==> src/rtl/wts_pkg.sv <==
package wts_pkg;

  localparam int unsigned MAX_ENTRIES = 16;
  localparam int unsigned ADDR_W      = (MAX_ENTRIES > 1) ? $clog2(MAX_ENTRIES) : 1;
  localparam int unsigned TIME_W      = 32;
  localparam int unsigned CNT_W       = 5;
  localparam int unsigned REM_W       = $clog2(MAX_ENTRIES + 1);
  localparam int unsigned SUM_W       = TIME_W + REM_W;
  localparam int unsigned STEP_W      = $clog2(TIME_W);

  localparam logic [CNT_W-1:0] CAPACITY_RESET = CNT_W'(10);

  typedef logic [TIME_W-1:0] time_t;
  typedef logic [CNT_W-1:0]  count_t;

  typedef enum logic {
    ACT_RECORD = 1'b0,
    ACT_CLEAR  = 1'b1
  } action_e;

  typedef enum logic [1:0] {
    ST_IDLE,
    ST_SCAN,
    ST_DIV,
    ST_DONE
  } state_e;

endpackage

==> src/rtl/wts_if.sv <==
interface wts_in_if;
  logic          valid;
  logic          ready;
  logic          action;
  wts_pkg::time_t time_value;

  modport source (output valid, output action, output time_value, input ready);
  modport sink   (input valid, input action, input time_value, output ready);
endinterface

interface wts_out_if;
  logic            valid;
  logic            ready;
  wts_pkg::time_t  best_time;
  wts_pkg::time_t  worst_time;
  wts_pkg::time_t  average_time;
  wts_pkg::time_t  latest_time;
  wts_pkg::count_t stored_count;

  modport source (output valid, output best_time, output worst_time, output average_time,
                  output latest_time, output stored_count, input ready);
  modport sink   (input valid, input best_time, input worst_time, input average_time,
                  input latest_time, input stored_count, output ready);
endinterface

==> src/rtl/wts_ram.sv <==
module wts_ram #(
  parameter int unsigned WIDTH = 32,
  parameter int unsigned DEPTH = 16
) (
  input  logic                                        clk_i,
  input  logic                                        we_i,
  input  logic [((DEPTH > 1) ? $clog2(DEPTH) : 1)-1:0] waddr_i,
  input  logic [WIDTH-1:0]                            wdata_i,
  input  logic [((DEPTH > 1) ? $clog2(DEPTH) : 1)-1:0] raddr_i,
  output logic [WIDTH-1:0]                            rdata_o
);

  logic [WIDTH-1:0] mem_q [DEPTH];
  logic [WIDTH-1:0] rdata_q;

  always_ff @(posedge clk_i) begin
    if (we_i) begin
      mem_q[waddr_i] <= wdata_i;
    end
    rdata_q <= mem_q[raddr_i];
  end

  assign rdata_o = rdata_q;

endmodule

==> src/rtl/window_time_statistics.sv <==
// Sliding-window time statistics. Each input transfer either records a 32-bit time into a
// ring of the last "capacity" times (1 to 16; 0 acts as 1, above 16 acts as 16) or clears
// the window, and produces one result transfer with the minimum, maximum, floor mean and
// latest of the stored times plus their count (all zeros when empty). A record walks the
// single read port of the time memory over its n stored times, takes 32 steps of a
// restoring divider for the mean, loads the result register and returns to idle. A clear
// empties the window and then loads the result register. Both wait to load while the
// previous result has not drained yet. Entries not written since reset or the last clear
// read as zero. The input is not ready while an item is in work; a finished result is
// held in an output register so the next transfer can be taken before it drains. The user
// must write the capacity register through cfg_we_i / cfg_wdata_i only while the block is
// idle; the block itself does not enforce this.
module window_time_statistics (
  input  logic                  clk_i,
  input  logic                  rst_ni,
  input  logic                  cfg_we_i,
  input  logic [wts_pkg::CNT_W-1:0] cfg_wdata_i,
  wts_in_if.sink                in_ch,
  wts_out_if.source             out_ch
);
  import wts_pkg::*;

  state_e state_q, state_d;

  count_t              cap_q;
  count_t              cap_eff;
  logic [ADDR_W-1:0]   ptr_q, ptr_d;
  count_t              count_q, count_d;
  logic [ADDR_W-1:0]   last_idx_q, last_idx_d;
  logic                clr_q, clr_d;
  logic [MAX_ENTRIES-1:0] wr_mask_q, wr_mask_d;

  count_t              iss_q, iss_d;
  logic                rd_vld_q, rd_vld_d;
  count_t              rd_tag_q, rd_tag_d;

  time_t               lo_q, lo_d, hi_q, hi_d, last_q, last_d;
  logic [SUM_W-1:0]    sum_q, sum_d, sum_new;
  logic [REM_W-1:0]    rem_q, rem_d;
  time_t               dq_q, dq_d;
  logic [STEP_W-1:0]   step_q, step_d;
  logic [REM_W:0]      rem_sh;
  logic [REM_W:0]      div_ext;

  logic                in_fire;
  count_t              slot, slot_nxt;
  logic                ram_we;
  logic [ADDR_W-1:0]   ram_raddr;
  time_t               ram_rdata;
  time_t               rd_word;

  logic                out_valid_q, out_valid_d;
  time_t               best_q, best_d, worst_q, worst_d, avg_q, avg_d, lat_q, lat_d;
  count_t              cnt_out_q, cnt_out_d;

  assign in_ch.ready = (state_q == ST_IDLE);
  assign in_fire     = in_ch.valid && in_ch.ready;

  always_comb begin
    priority if (cap_q == '0) begin
      cap_eff = CNT_W'(1);
    end else if (cap_q > CNT_W'(MAX_ENTRIES)) begin
      cap_eff = CNT_W'(MAX_ENTRIES);
    end else begin
      cap_eff = cap_q;
    end
  end

  assign slot     = (count_t'(ptr_q) < cap_eff) ? count_t'(ptr_q) : '0;
  assign slot_nxt = slot + CNT_W'(1);
  assign ram_we   = in_fire && (in_ch.action == ACT_RECORD);

  wts_ram #(
    .WIDTH (TIME_W),
    .DEPTH (MAX_ENTRIES)
  ) u_ram (
    .clk_i   (clk_i),
    .we_i    (ram_we),
    .waddr_i (slot[ADDR_W-1:0]),
    .wdata_i (in_ch.time_value),
    .raddr_i (ram_raddr),
    .rdata_o (ram_rdata)
  );

  assign ram_raddr = iss_q[ADDR_W-1:0];
  assign rd_word   = wr_mask_q[rd_tag_q[ADDR_W-1:0]] ? ram_rdata : '0;
  assign sum_new   = (rd_tag_q == '0) ? SUM_W'(rd_word) : sum_q + SUM_W'(rd_word);
  assign rem_sh    = {rem_q, dq_q[TIME_W-1]};
  assign div_ext   = (REM_W + 1)'(count_q);

  always_comb begin
    state_d     = state_q;
    ptr_d       = ptr_q;
    count_d     = count_q;
    last_idx_d  = last_idx_q;
    clr_d       = clr_q;
    wr_mask_d   = wr_mask_q;
    iss_d       = iss_q;
    rd_vld_d    = 1'b0;
    rd_tag_d    = rd_tag_q;
    lo_d        = lo_q;
    hi_d        = hi_q;
    last_d      = last_q;
    sum_d       = sum_q;
    rem_d       = rem_q;
    dq_d        = dq_q;
    step_d      = step_q;
    out_valid_d = out_valid_q && !out_ch.ready;
    best_d      = best_q;
    worst_d     = worst_q;
    avg_d       = avg_q;
    lat_d       = lat_q;
    cnt_out_d   = cnt_out_q;

    unique case (state_q)
      ST_IDLE: begin
        if (in_fire) begin
          iss_d = '0;
          if (in_ch.action == ACT_CLEAR) begin
            ptr_d     = '0;
            count_d   = '0;
            clr_d     = 1'b1;
            wr_mask_d = '0;
            state_d   = ST_DONE;
          end else begin
            ptr_d      = (slot_nxt >= cap_eff) ? '0 : slot_nxt[ADDR_W-1:0];
            count_d    = (count_q < cap_eff) ? count_q + CNT_W'(1) : cap_eff;
            last_idx_d = (ptr_d == '0) ? ADDR_W'(count_d - CNT_W'(1))
                                       : ptr_d - ADDR_W'(1);
            clr_d      = 1'b0;
            wr_mask_d[slot[ADDR_W-1:0]] = 1'b1;
            state_d    = ST_SCAN;
          end
        end
      end

      ST_SCAN: begin
        if (iss_q < count_q) begin
          rd_vld_d = 1'b1;
          rd_tag_d = iss_q;
          iss_d    = iss_q + CNT_W'(1);
        end
        if (rd_vld_q) begin
          sum_d = sum_new;
          if (rd_tag_q == '0) begin
            lo_d = rd_word;
            hi_d = rd_word;
          end else begin
            if (rd_word < lo_q) lo_d = rd_word;
            if (rd_word > hi_q) hi_d = rd_word;
          end
          if (rd_tag_q[ADDR_W-1:0] == last_idx_q) begin
            last_d = rd_word;
          end
          if (rd_tag_q == count_q - CNT_W'(1)) begin
            rem_d   = sum_new[SUM_W-1:TIME_W];
            dq_d    = sum_new[TIME_W-1:0];
            step_d  = '0;
            state_d = ST_DIV;
          end
        end
      end

      ST_DIV: begin
        if (rem_sh >= div_ext) begin
          rem_d = REM_W'(rem_sh - div_ext);
          dq_d  = {dq_q[TIME_W-2:0], 1'b1};
        end else begin
          rem_d = rem_sh[REM_W-1:0];
          dq_d  = {dq_q[TIME_W-2:0], 1'b0};
        end
        step_d = step_q + STEP_W'(1);
        if (step_q == STEP_W'(TIME_W - 1)) begin
          state_d = ST_DONE;
        end
      end

      ST_DONE: begin
        if (!out_valid_q || out_ch.ready) begin
          out_valid_d = 1'b1;
          cnt_out_d   = count_q;
          if (clr_q) begin
            best_d  = '0;
            worst_d = '0;
            avg_d   = '0;
            lat_d   = '0;
          end else begin
            best_d  = lo_q;
            worst_d = hi_q;
            avg_d   = dq_q;
            lat_d   = last_q;
          end
          state_d = ST_IDLE;
        end
      end

      default: state_d = ST_IDLE;
    endcase
  end

  always_ff @(posedge clk_i or negedge rst_ni) begin
    if (!rst_ni) begin
      state_q     <= ST_IDLE;
      cap_q       <= CAPACITY_RESET;
      ptr_q       <= '0;
      count_q     <= '0;
      clr_q       <= 1'b0;
      wr_mask_q   <= '0;
      iss_q       <= '0;
      rd_vld_q    <= 1'b0;
      step_q      <= '0;
      out_valid_q <= 1'b0;
    end else begin
      state_q     <= state_d;
      if (cfg_we_i) cap_q <= cfg_wdata_i;
      ptr_q       <= ptr_d;
      count_q     <= count_d;
      clr_q       <= clr_d;
      wr_mask_q   <= wr_mask_d;
      iss_q       <= iss_d;
      rd_vld_q    <= rd_vld_d;
      step_q      <= step_d;
      out_valid_q <= out_valid_d;
    end
  end

  always_ff @(posedge clk_i) begin
    last_idx_q <= last_idx_d;
    rd_tag_q   <= rd_tag_d;
    lo_q       <= lo_d;
    hi_q       <= hi_d;
    last_q     <= last_d;
    sum_q      <= sum_d;
    rem_q      <= rem_d;
    dq_q       <= dq_d;
    best_q     <= best_d;
    worst_q    <= worst_d;
    avg_q      <= avg_d;
    lat_q      <= lat_d;
    cnt_out_q  <= cnt_out_d;
  end

  assign out_ch.valid        = out_valid_q;
  assign out_ch.best_time    = best_q;
  assign out_ch.worst_time   = worst_q;
  assign out_ch.average_time = avg_q;
  assign out_ch.latest_time  = lat_q;
  assign out_ch.stored_count = cnt_out_q;

endmodule

==> src/flat_wrapper.sv <==
// flat-port wrapper written by rule: the top's interface ports become plain ports
module window_time_statistics_flat import wts_pkg::*;
  (clk_i, rst_ni, cfg_we_i, cfg_wdata_i, in_ch_valid, in_ch_action, in_ch_time_value, in_ch_ready, out_ch_valid, out_ch_best_time, out_ch_worst_time, out_ch_average_time, out_ch_latest_time, out_ch_stored_count, out_ch_ready);
  wts_in_if in_ch_i ();
  wts_out_if out_ch_i ();
  input  logic clk_i;
  input  logic rst_ni;
  input  logic cfg_we_i;
  input  logic [wts_pkg::CNT_W-1:0] cfg_wdata_i;
  input wire logic [$bits(in_ch_i.valid)-1:0] in_ch_valid;
  input wire logic [$bits(in_ch_i.action)-1:0] in_ch_action;
  input wire logic [$bits(in_ch_i.time_value)-1:0] in_ch_time_value;
  output wire logic [$bits(in_ch_i.ready)-1:0] in_ch_ready;
  output wire logic [$bits(out_ch_i.valid)-1:0] out_ch_valid;
  output wire logic [$bits(out_ch_i.best_time)-1:0] out_ch_best_time;
  output wire logic [$bits(out_ch_i.worst_time)-1:0] out_ch_worst_time;
  output wire logic [$bits(out_ch_i.average_time)-1:0] out_ch_average_time;
  output wire logic [$bits(out_ch_i.latest_time)-1:0] out_ch_latest_time;
  output wire logic [$bits(out_ch_i.stored_count)-1:0] out_ch_stored_count;
  input wire logic [$bits(out_ch_i.ready)-1:0] out_ch_ready;
  assign in_ch_i.valid = in_ch_valid;
  assign in_ch_i.action = in_ch_action;
  assign in_ch_i.time_value = in_ch_time_value;
  assign in_ch_ready = in_ch_i.ready;
  assign out_ch_valid = out_ch_i.valid;
  assign out_ch_best_time = out_ch_i.best_time;
  assign out_ch_worst_time = out_ch_i.worst_time;
  assign out_ch_average_time = out_ch_i.average_time;
  assign out_ch_latest_time = out_ch_i.latest_time;
  assign out_ch_stored_count = out_ch_i.stored_count;
  assign out_ch_i.ready = out_ch_ready;
  window_time_statistics u_core (.clk_i(clk_i), .rst_ni(rst_ni), .cfg_we_i(cfg_we_i), .cfg_wdata_i(cfg_wdata_i), .in_ch(in_ch_i), .out_ch(out_ch_i));
endmodule
==> config.mk <==
export PLATFORM = sky130hd
export DESIGN_NAME = window_time_statistics_flat
export DESIGN_NICKNAME = d
export VERILOG_FILES = /design/src/rtl/wts_pkg.sv /design/src/rtl/wts_if.sv /design/src/rtl/wts_ram.sv /design/src/rtl/window_time_statistics.sv /design/src/flat_wrapper.sv
export SDC_FILE = /design/constraint.sdc
export NUM_CORES = 1
export LEC_CHECK = 0
export BUFFER_PORTS_ARGS = -buffer_cell sky130_fd_sc_hd__buf_2
export CORE_ASPECT_RATIO = 1.75
export CORE_MARGIN = 4
export CORE_UTILIZATION = 45
export DETAILED_ROUTE_END_ITERATION = 6
export PLACE_DENSITY = 0.65
export SYNTH_ARGS = -nofsm -noshare
export SYNTH_HDL_FRONTEND = slang
export SYNTH_SLANG_ARGS = --single-unit
==> constraint.sdc <==
create_clock -name clk_i -period 9.1 [get_ports clk_i]
set_input_delay 1.365 -clock clk_i [delete_from_list [all_inputs] [get_ports clk_i]]
set_output_delay 1.365 -clock clk_i [all_outputs]
set_load 0.02 [all_outputs]
# Yosys cells after proc, flatten, opt, wreduce, memory -nomap -nowiden
# Memories as Yosys holds them, arrays and structs flattened. A register that Yosys moved wholly into a read port is not among the register bits.
# Cells that the tools add are included.
classes:
  magnitude_cmp: 11
  bitwise_logic: 2
  eq_ne: 12
  mux: 47
  n_addsub: 9
  reduce_logical: 26
ops:
  columns: ["cell", "count"]
  rows:
  - ["32-bit 2-to-1 mux", 7]
  - ["32-bit case mux with 2 select lines", 1]
  - ["5-bit 2-to-1 mux", 11]
  - ["37-bit by 32-bit adder with 37-bit output", 1]
  - ["37-bit 2-to-1 mux", 1]
  - ["32-bit greater-than comparator", 1]
  - ["32-bit < comparator", 1]
  - ["5-bit case mux with 2 select lines", 3]
  - ["5-bit by 1-bit adder with 5-bit output (second input constant)", 4]
  - ["3-bit AND reduction", 6]
  - ["16-bit 2-to-1 mux", 1]
  - ["4-bit 2-to-1 mux", 4]
  - ["16-bit OR", 1]
  - ["2-bit 2-to-1 mux", 6]
  - ["5-bit logical NOT", 2]
  - ["4-bit by 5-bit < comparator with 1-bit output (second input constant)", 2]
  - ["5-bit < comparator", 2]
  - ["1-bit 2-to-1 mux", 10]
  - ["2-bit by 1-bit inequality test with 1-bit output (second input constant)", 5]
  - ["2-bit case mux with 4 select lines", 1]
  - ["2-bit AND reduction", 4]
  - ["2-bit nonzero test", 4]
  - ["4-bit by 1-bit subtractor with 4-bit output (second input constant)", 2]
  - ["6-bit by 5-bit >= comparator with 1-bit output", 1]
  - ["other kinds (21)", 26]
totals:
  reg_bits: 357
  n_memories: 1
  output_inout_bits: 135
  input_bits: 43
  ram_bits: 512
  word_cells: 131
memory_table:
  columns: ["name", "depth", "word_bits", "read_ports", "rd_ports_with_merged_regs", "wr", "line_no", "source"]
  rows:
  - ["u_core.u_ram.mem_q", 16, 32, 1, 1, 1, "wts_ram.sv:13", "logic [WIDTH-1:0] mem_q [DEPTH];"]

# Logic depth before layout (Yosys ltp)
# Gate-level depths: netlist of run 1.
logic_depth:
  ltp_word: 11
  ltp_mapped: 19
  ltp_nobuf: 18

# Hierarchy
# Synthesis of run 1 repeated with hierarchy kept, for this count alone.
hier_totals:
  cells_unflattened: 2339
  area_unflattened_um2: 37816.3
by_module_without_submodules:
  columns: ["module", "seq_area_each_um2", "cells_per_inst", "n_inst", "area_each_um2"]
  rows:
  - ["wts_ram", 16015.4, 838, 1, 19835.3]
  - ["window_time_statistics", 10497.6, 1501, 1, 17981.0]

# Least setup slack after synthesis of run 1
# Ideal clock, no wire load.
synth_path:
  kind: "register to register"
  from: "register u_core.rd_tag_q[0]"
  to: "register u_core.lo_q[0], enable pin"
  period_less_slack_ns: 5.858
  setup_slack_ns: 3.242
  path_stages_with_launch: 15
  required_ns: 8.630
  setup_ns: 0.470
  path_buffers: 2
  t_arrival_ns: 5.389
  path_cell_list: "edfxtp_1 -> buf_6 -> mux4_1 -> mux4_2 -> buf_2 -> and2_1 -> ha_1 -> a21o_1 -> a21oi_1 -> nor2b_1 -> o211ai_1 -> a31oi_1 -> nor2_1 -> nor2_1 -> o31ai_1"
synth_between:
  elab_chain_len: 6
  word_cells_on_any_way: 7
  cone_classes: "1 x order compare; 3 x mux; 3 x reduce/logical"
synth_lines:
  columns: ["element", "line_no", "source"]
  rows:
  - ["start: declaration", "window_time_statistics.sv:35", "count_t rd_tag_q, rd_tag_d;"]
  - ["start signal: assignment", "window_time_statistics.sv:229", "rd_tag_q <= rd_tag_d;"]
  - ["1-bit binary-select mux with 4-bit select", "window_time_statistics.sv:86", "assign rd_word = wr_mask_q[rd_tag_q[ADDR_W-1:0]] ? ram_rdata : '0;"]
  - ["1-bit 2-to-1 mux (not written as such)", "window_time_statistics.sv:86", null]
  - ["32-bit 2-to-1 mux", "window_time_statistics.sv:86", null]
  - ["via u_core.rd_word[9]", "window_time_statistics.sv:50", "time_t rd_word;"]
  - ["32-bit < comparator", "window_time_statistics.sv:149", "if (rd_word < lo_q) lo_d = rd_word;"]
  - ["2-bit nonzero test (no line)", null, null]
  - ["3-bit AND reduction (no line)", null, null]
  - ["end signal: assignment", "window_time_statistics.sv:230", "lo_q <= lo_d;"]
  - ["end: declaration", "window_time_statistics.sv:37", "time_t lo_q, lo_d, hi_q, hi_d, last_q, last_d;"]
# The timed path passes the listed nets, and every way through them passes these cells. The select of a mux whose other input is x is not followed.
# A chain may end at the register's enable or synchronous reset.

# Final worst setup path of run 1
layout_path:
  from: "register u_core.rd_tag_q[0]"
  to: "register u_core.dq_q[26] (data pin)"
layout_between:
  elab_chain_len: 8
  word_cells_on_any_way: 9
  cone_classes: "1 x add/sub; 7 x mux; 1 x reduce/logical"
layout_lines:
  columns: ["element", "line_no", "source"]
  rows:
  - ["1-bit binary-select mux with 4-bit select", "window_time_statistics.sv:86", null]
  - ["1-bit 2-to-1 mux (not written as such)", "window_time_statistics.sv:86", null]
  - ["32-bit 2-to-1 mux", "window_time_statistics.sv:86", null]
  - ["via u_core.rd_word[10]", "window_time_statistics.sv:50", null]
  - ["37-bit by 32-bit adder with 37-bit output", "window_time_statistics.sv:87", "assign sum_new = (rd_tag_q == '0) ? SUM_W'(rd_word) : sum_q + SUM_W'(rd_word);"]
  - ["37-bit 2-to-1 mux", "window_time_statistics.sv:87", null]
  - ["via u_core.sum_new[26]", "window_time_statistics.sv:38", "logic [SUM_W-1:0] sum_q, sum_d, sum_new;"]
  - ["32-bit 2-to-1 mux", "window_time_statistics.sv:155", "if (rd_tag_q == count_q - CNT_W'(1)) begin"]
  - ["32-bit 2-to-1 mux", "window_time_statistics.sv:143", "if (rd_vld_q) begin"]
  - ["32-bit case mux with 2 select lines", "window_time_statistics.sv:115", "unique case (state_q)"]
  - ["via u_core.dq_d[26]", "window_time_statistics.sv:40", "time_t dq_q, dq_d;"]
  - ["end signal: assignment", "window_time_statistics.sv:235", "dq_q <= dq_d;"]
  - ["end: declaration", "window_time_statistics.sv:40", null]
# The timed path passes the listed nets, and every way through them passes these cells. The select of a mux whose other input is x is not followed.

==> summary.md, run 1 <==
| Metric | Value |
|---|---|
| GRT overflow | `0` |
| Max VDD drop | `0.131 mV` |
| Avg Cell Area, Syn | `16.7 um^2` |
| First-pass GRT wire length | `132 mm` |
| Kind of critical path | `reg -> reg` |
| Min Tclk post-route | `between 5 and 6 ns` |
| Final Power | `7920 uW` |
| Top cells by area, synth | `edfxtp_1, mux4_2, ha_1` |
| WHS Endpoint | `u_core.wr_mask_q[10]$_DFFE_PN0P_` |
| Detail-routed net length per standard cell | `~25 um` |
| Max Cap Violations | `0` |
| Crit path buffers/inverters | `1` |
| 1st-iter DRT viols | `1,686` |
| DP HPWL | `56.3 mm` |
| P_sw | `1570 uW` |
| Synthesis Warnings | `0` |
| R2r setup slk | `roughly 3.7 ns` |
| Number of synthesized flops with an enable pin | `824` |
| Gate power share | `0.9%` |
| Worst path arrival time | `5.77 ns` |
| WP data required | `9.51 ns` |
| # port buffers | `177` |
| Num CTS Buffers | `80` |
| DR vias/cell | `5.69` |
| Pwr/cell area | `approximately 190 mW/mm^2` |
| Seq pwr share | `between 50% and 60%` |
| Drt total wl | `88.3 mm` |
| Top post-synthesis cells by count | `edfxtp_1, mux4_2, nor2_1, ha_1, inv_1` |
| # DRC | `0` |
| Area leader, netlist | `edfxtp_1` |
| Area delta synth->final | `12.7%` |
| Worst Hold Depth | `1` |
| Crit path max fanout | `32` |
| Worst flop-to-flop path startpoint | `u_core.rd_tag_q[0]$_DFFE_PP_` |
| HP Class | `reg -> reg` |
| CP max stage cell | `a211oi_1` |
| Switching Share | `between 10% and 20%` |
| Pre-Repair DR Iteration Count | `6` |
| Synth cell types | `81` |
| Setup repair after global routing missed its margin | `no` |
| Clock Sinks | `901` |
| GRT Resource Usage Total | `19.8%` |
| FF-to-FF path depth | `13` |
| GP Congestion | `0.909` |
| Internal power | `6350 uW` |
| Top FF cell, synth | `edfxtp_1` |
| Yosys top cell area share | `65.2%` |
| Final slew viol count | `0` |
| Yosys reg bits | `901` |
| Post-CTS Hold Buffers | `0` |
| Hold path startpoint | `u_core.wr_mask_q[10]$_DFFE_PN0P_` |
| Status | `finished, final reports clean` |
| Post-Syn Nets | `roughly 2,400` |
| Final setup fails | `0` |
| Post-route ant nets | `0` |
| Most frequent cell after synthesis | `edfxtp_1` |
| CP Cell Sequence | `mux4_1 > mux4_2 > buf_4 > and2_4 > ha_1 > a21oi_1 > nor2b_1 > o311ai_1 > nand3_1 > a211oi_1 > xor2_1 > a21oi_1 > mux2_2` |
| Synthesized area | `about 0.038 mm^2` |
| Cts repair resizes | `0` |
| I/O Pins | `178` |
| H-tree depth | `3` |
| Async S/R FF share, synth | `4.99%` |
| Static leakage | `0.0155 uW` |
| Worst-Margin Slew | `1.20 ns` |
| Row cnt | `140` |
| Largest net degree at the start of global routing | `83` |
| Seq/Total Area, Yosys | `69.9%` |
| Largest stage delay, worst path | `roughly 0.72 ns` |
| Share of cells above drive strength 1 | `23.3%` |
| Fin nets | `between 2,000 and 3,000` |
| Hold Violations, Final | `0` |
| Core area | `~0.083 mm^2` |
| CP top delay family | `compound AO/OA/AOI/OAI gates` |
| # Post-CTS Setup Buffers | `0` |
| Antenna violations before repair | `8` |
| Number of global-route vias before repair | `21,584` |
| Root Buffer | `clkbuf_16` |
| Max clock buf depth | `3` |
| Die Width | `227 um` |
| Via count | `20,511` |
| Crit-path most repeated cell | `a21oi_1` |
| Final setup TNS | `0 ns` |
| Fin crit share | `58.9%` |
| Post-Route Skew | `0.0203 ns` |
| Final core utilization | `51.3%` |
| Clk slew on worst S/H paths | `around 0.07 ns` |
| Startpoint Class | `flip-flop` |
| CTS tree | `done` |
| Die area | `0.0892 mm^2` |
| Clk_lat worst skew | `0.65 ns` |
| RR Endpoint | `u_core.dq_q[26]$_DFFE_PP_` |
| Syn Inst Count | `around 2,300` |
| Clock group share of total power | `42.3%` |
| Die height | `~400 um` |
| Max transition margin | `about a fifth` |
| Crit end category | `flip-flop` |
| Initial core utilization | `45.5%` |
| Fmax | `187 MHz` |
-- state kept, by name (all words and copies together) (netlist names), 2 cells and up --
register and cells:
u_core.u_ram.rdata_o 32, u_core.state_q 2, u_core.dq_q 32, u_core.out_ch.stored_count 5, u_core.count_q 5, u_core.step_q 5, u_core.out_ch.worst_time 32, u_core.last_q 32
u_core.u_ram.mem_q 512, u_core.hi_q 32, u_core.wr_mask_q 16, u_core.rem_q 5, u_core.rd_tag_q 5, u_core.ptr_q 4, u_core.out_ch.best_time 32, u_core.lo_q 32
u_core.out_ch.latest_time 32, u_core.sum_q 37, u_core.iss_q 5, u_core.out_ch.average_time 32, u_core.cap_q 5, u_core.last_idx_q 4
-- cells in the final DEF (no fill, tap or decap), types with 18 or more instances in the layout --
| master | count |
|---|---|
| edfxtp_1 | 824 |
| nor2_1 | 122 |
| dfxtp_1 | 32 |
| dfrtp_1 | 38 |
| a21o_1 | 53 |
| xnor2_1 | 27 |
| clkbuf_16 | 82 |
| and2_4 | 21 |
| buf_4 | 33 |
| nor3_1 | 28 |
| nand3_1 | 36 |
| mux4_2 | 162 |
| mux2_2 | 25 |
| a31oi_1 | 18 |
| nand4_1 | 19 |
| nand2_1 | 89 |
| buf_2 | 177 |
| a21oi_1 | 81 |
| inv_1 | 100 |
| o21ai_0 | 61 |
| nor2b_1 | 76 |
| ha_1 | 128 |
-- metrics by stage --
step / setup WS (ns) / cell area [um^2] / std cells / hold slack, ns
floorplan: 3.24 / 37900 / 2271 / 0.441
global placement: 3.88 / 40200 / 3450 / 0.453
detailed placement: 3.84 / 40200 / 3450 / 0.461
CTS: 3.82 / 42700 / 3598 / 0.475
global route: 3.46 / 42700 / 3598 / 0.496
finish: 3.74 / 42800 / 3602 / 0.470
-- how the worst max path moves through the flow --
stage,from,end,cells after the start
2_1_floorplan,u_core.rd_tag_q[0]$_DFFE_PP_,u_core.lo_q[0]$_DFFE_PP_,14
3_3_place_gp,u_core.rd_tag_q[0]$_DFFE_PP_,u_core.lo_q[28]$_DFFE_PP_,13
3_5_place_dp,u_core.rd_tag_q[0]$_DFFE_PP_,u_core.dq_q[26]$_DFFE_PP_,13
4_1_cts,u_core.rd_tag_q[0]$_DFFE_PP_,u_core.dq_q[26]$_DFFE_PP_,13
5_1_grt,u_core.cap_q[4]$_DFFE_PN0P_,u_core.last_idx_q[3]$_DFFE_PP_,17
6_report,u_core.rd_tag_q[0]$_DFFE_PP_,u_core.dq_q[26]$_DFFE_PP_,13
-- logic make-up (layout without fill, tap and decap cells) --
| group | Yosys count | count (layout) | synth area share [%] |
|---|---|---|---|
| AO/OA/AOI/OAI | 311 | 311 | 5.24 |
| XOR/XNOR | 44 | 44 | 1.02 |
| adder cells (fa/ha/maj) | 130 | 130 | 4.33 |
| buffers and inverters | 200 | 462 | 2.09 |
| flip-flops | 901 | 901 | 69.9 |
| multiplexers | 199 | 199 | 10.8 |
| other | 0 | 4 | 0 |
| AND/OR/NAND/NOR | 486 | 486 | 6.58 |
-- per-layer routing --
metal / global-route usage, % / wire [um]
met5: 0 / 34
met4: 7.33 / 3210
met3: 3.29 / 4610
met2: 36.3 / 47400
met1: 23.3 / 33000
-- final cells by class --
type                    count  area [um^2]
repair buffers            211         1150
well taps                1065         1330
multi-input cells        1170        10800
flip-flops and latches    901        26500
fillers                  6704        40600
clock buffers              99         2140
inverters                 103          387
clock inverters            49          445
diodes                      4         10.0
-- power groups by stage --
stage	logic [uW]	registers, uW	clock network (uW)
6_report	74.6	4490	3350
5_1_grt	85.0	4490	3590
3_3_place_gp	69.3	4580	0
4_1_cts	75.2	4490	3430
3_5_place_dp	75.1	4580	0
2_1_floorplan	26.7	4580	0
No activity file was read; power rests on OpenSTA's default activity.
==> inputs of run 2 (changes only) <==
==> constraint.sdc (replaced) <==
create_clock -name clk_i -period 5.3 [get_ports clk_i]
set_input_delay 0.795 -clock clk_i [delete_from_list [all_inputs] [get_ports clk_i]]
set_output_delay 0.795 -clock clk_i [all_outputs]
set_load 0.02 [all_outputs]
==> summary.md, run 2 (synthesized netlist as in run 1, its figures left out) <==
| Metric | Value |
|---|---|
| Worst-Margin Slew | `between 1 and 1.5 ns` |
| # port buffers | `177` |
| Crit path buffers/inverters | `2` |
| Final setup fails | `0` |
| Global Route met2 Usage | `36.2%` |
| Number of global-route vias before repair | `21,733` |
| Multi-input gate area | `0.0108 mm^2` |
| Clk_lat worst skew | `0.66 ns` |
| Pre-Repair DR Iteration Count | `7` |
| Final setup TNS | `0 ns` |
| Detail-routed net length per standard cell | `between 20 and 25 um` |
| Kind of critical path | `reg -> reg` |
| Pwr/cell area | `319 mW/mm^2` |
| GP Congestion | `0.888` |
| CP Cell Sequence | `mux4_1 > mux4_2 > buf_4 > and2_1 > ha_1 > nand2_1 > or3_4 > nor3_2 > o21ai_1 > a311oi_1 > buf_4 > nor4_1 > or4_1 > a21oi_1` |
| HP Class | `in -> async` |
| CP top delay family | `simple AND/OR/NAND/NOR gates` |
| Root Buffer | `clkbuf_16` |
| Met3 Usage GRT | `3.28%` |
| CTS tree | `done` |
| GRT Resource Usage Total | `20.0%` |
| DR vias/cell | `5.74` |
| Fin nets | `between 2,000 and 3,000` |
| Status | `finished, violations left` |
| GR Layer Usage met1 | `between 20% and 30%` |
| Initial core utilization | `45.5%` |
| Setup repair after global routing missed its margin | `no` |
| CP max stage cell | `mux4_1` |
| Biggest register | `u_core.u_ram.mem_q` |
| Largest stage delay, worst path | `0.58 ns` |
| Post-CTS Hold Buffers | `0` |
| Post-route ant nets | `0` |
| Top Usage Layer GRT | `met2` |
| Max reg flops | `slightly above 500` |
| Final slew viol count | `0` |
| Crit-path most repeated cell | `buf_4` |
| Max Cap Violations | `0` |
| H-tree depth | `3` |
| Crit end category | `flip-flop` |
| GRT overflow | `0` |
| Worst path arrival time | `5.44 ns` |
| Hold Violations, Final | `0` |
| Largest net degree at the start of global routing | `130` |
| Max clock buf depth | `3` |
| Max transition margin | `27.6%` |
| Core area | `0.0834 mm^2` |
| Fmax | `203 MHz` |
| Die area | `0.0892 mm^2` |
| Startpoint Class | `flip-flop` |
| Storage cell area | `0.0265 mm^2` |
| Fill count | `6,701` |
| Antenna violations before repair | `12` |
| Failing checks | `design-rule violations` |
| Num CTS Buffers | `80` |
| Clk slew on worst S/H paths | `approximately 0.070 ns` |
| Min Tclk post-route | `4.92 ns` |
| Row cnt | `140` |
| 1st-iter DRT viols | `1,603` |
| Worst hold slack | `0.330 ns` |
| Final core utilization | `51.5%` |
| Fin crit share | `92.8%` |
| Die Width | `227 um` |
| Final Power | `13,700 uW` |
| WP data required | `a little under 6 ns` |
| Area delta synth->final | `13.3%` |
| Crit path max fanout | `32` |
| First-pass GRT wire length | `about 130 mm` |
| Share of cells above drive strength 1 | `between 20% and 30%` |
| # DRC | `4` |
| I/O Pins | `178` |
| Drt total wl | `88.7 mm` |
| Post-Route Skew | `0.0326 ns` |
| Die height | `~390 um` |
| DP HPWL | `56.5 mm` |
| Via count | `20,774` |
| Clock Sinks | `901` |
| Commonest non-fill, non-tap cells in the layout | `edfxtp_1, buf_2, mux4_2` |
| Largest registers | `u_core.u_ram.mem_q x512, u_core.sum_q x37` |
| Static leakage | `0.0156 uW` |
| Commonest non-fill, non-tap cell in the layout | `edfxtp_1` |
| Max VDD drop | `0.240 mV` |
## run 2: cell types whose count changed in the layout (fill, tap and decap cells not counted), sizes merged
cell | before | now
buf | 211 | 230
bufinv | 5 | 7
clkbuf | 99 | 102
clkinv | 35 | 29
clkinvlp | 4 | 6
diode | 4 | 6
inv | 108 | 106
## run 2: worst paths after layout
path	startpoint	endpoint	slack [ns]	depth (start not counted)
min in group clk_i	cfg_wdata_i[4]	u_core.cap_q[4]$_DFFE_PN0P_	0.37	3
min reg2reg	u_core.wr_mask_q[14]$_DFFE_PN0P_	u_core.wr_mask_q[14]$_DFFE_PN0P_	0.48	1
max in group asynchronous	rst_ni	u_core.iss_q[1]$_DFFE_PN0P_	4.14	1
max reg2reg	u_core.rd_tag_q[0]$_DFFE_PP_	u_core.sum_q[35]$_DFFE_PP_	0.38	14
max	u_core.rd_tag_q[0]$_DFFE_PP_	u_core.sum_q[35]$_DFFE_PP_	0.38	14
min	rst_ni	u_core.cap_q[0]$_DFFE_PN0P_	0.33	1
## run 2: metrics by stage
| step | setup slack (ns) | std cells | instance area, um^2 |
|---|---|---|---|
| final | 0.380 | 3622 | 43000 |
| after global routing | 0.0843 | 3616 | 43000 |
| after CTS | 0.325 | 3615 | 42900 |
| after detailed placement | 0.373 | 3468 | 40300 |
| after global placement | 0.480 | 3468 | 40300 |
| after floorplan | 0.420 | 2271 | 37900 |
## run 2: cell type report
type                    count  area share, %
inverters                 103          0.900
repair buffers            230           3.05
flip-flops and latches    901           61.7
well taps                1065           3.10
diodes                      6         0.0349
clock buffers             102           5.02
clock inverters            45           1.09
multi-input cells        1170           25.1
## run 2: where the power goes
part           switching (uW)  leakage, uW  internal [uW]
Combinational            96.8      0.00629           35.4
Clock                    2610      0.00127           3250
Sequential               3.91      0.00807           7710
## run 2: worst reg2reg max path: stages, from the launching register on
cell and delay (ns):
edfxtp_1 0.48, mux4_1 0.58, mux4_2 0.48, buf_4 0.26
and2_1 0.37, ha_1 0.46, nand2_1 0.16, or3_4 0.42
nor3_2 0.15, o21ai_1 0.19, a311oi_1 0.32, buf_4 0.15
nor4_1 0.05, or4_1 0.52, a21oi_1 0.16
## run 2: layer usage
metal / part of all wire (%) / wire (um)
met1: 38 / 33500
met2: 53 / 47200
met3: 5.1 / 4520
met4: 3.8 / 3390
met5: 0.057 / 51
## run 2: what timing repair did
| action | 4_1_cts | 5_1_grt |
|---|---|---|
| resized for setup | 0 | 0 |
| endpoints found under the setup margin | 0 | 1 |
| buffers inserted | 0 | 1 |
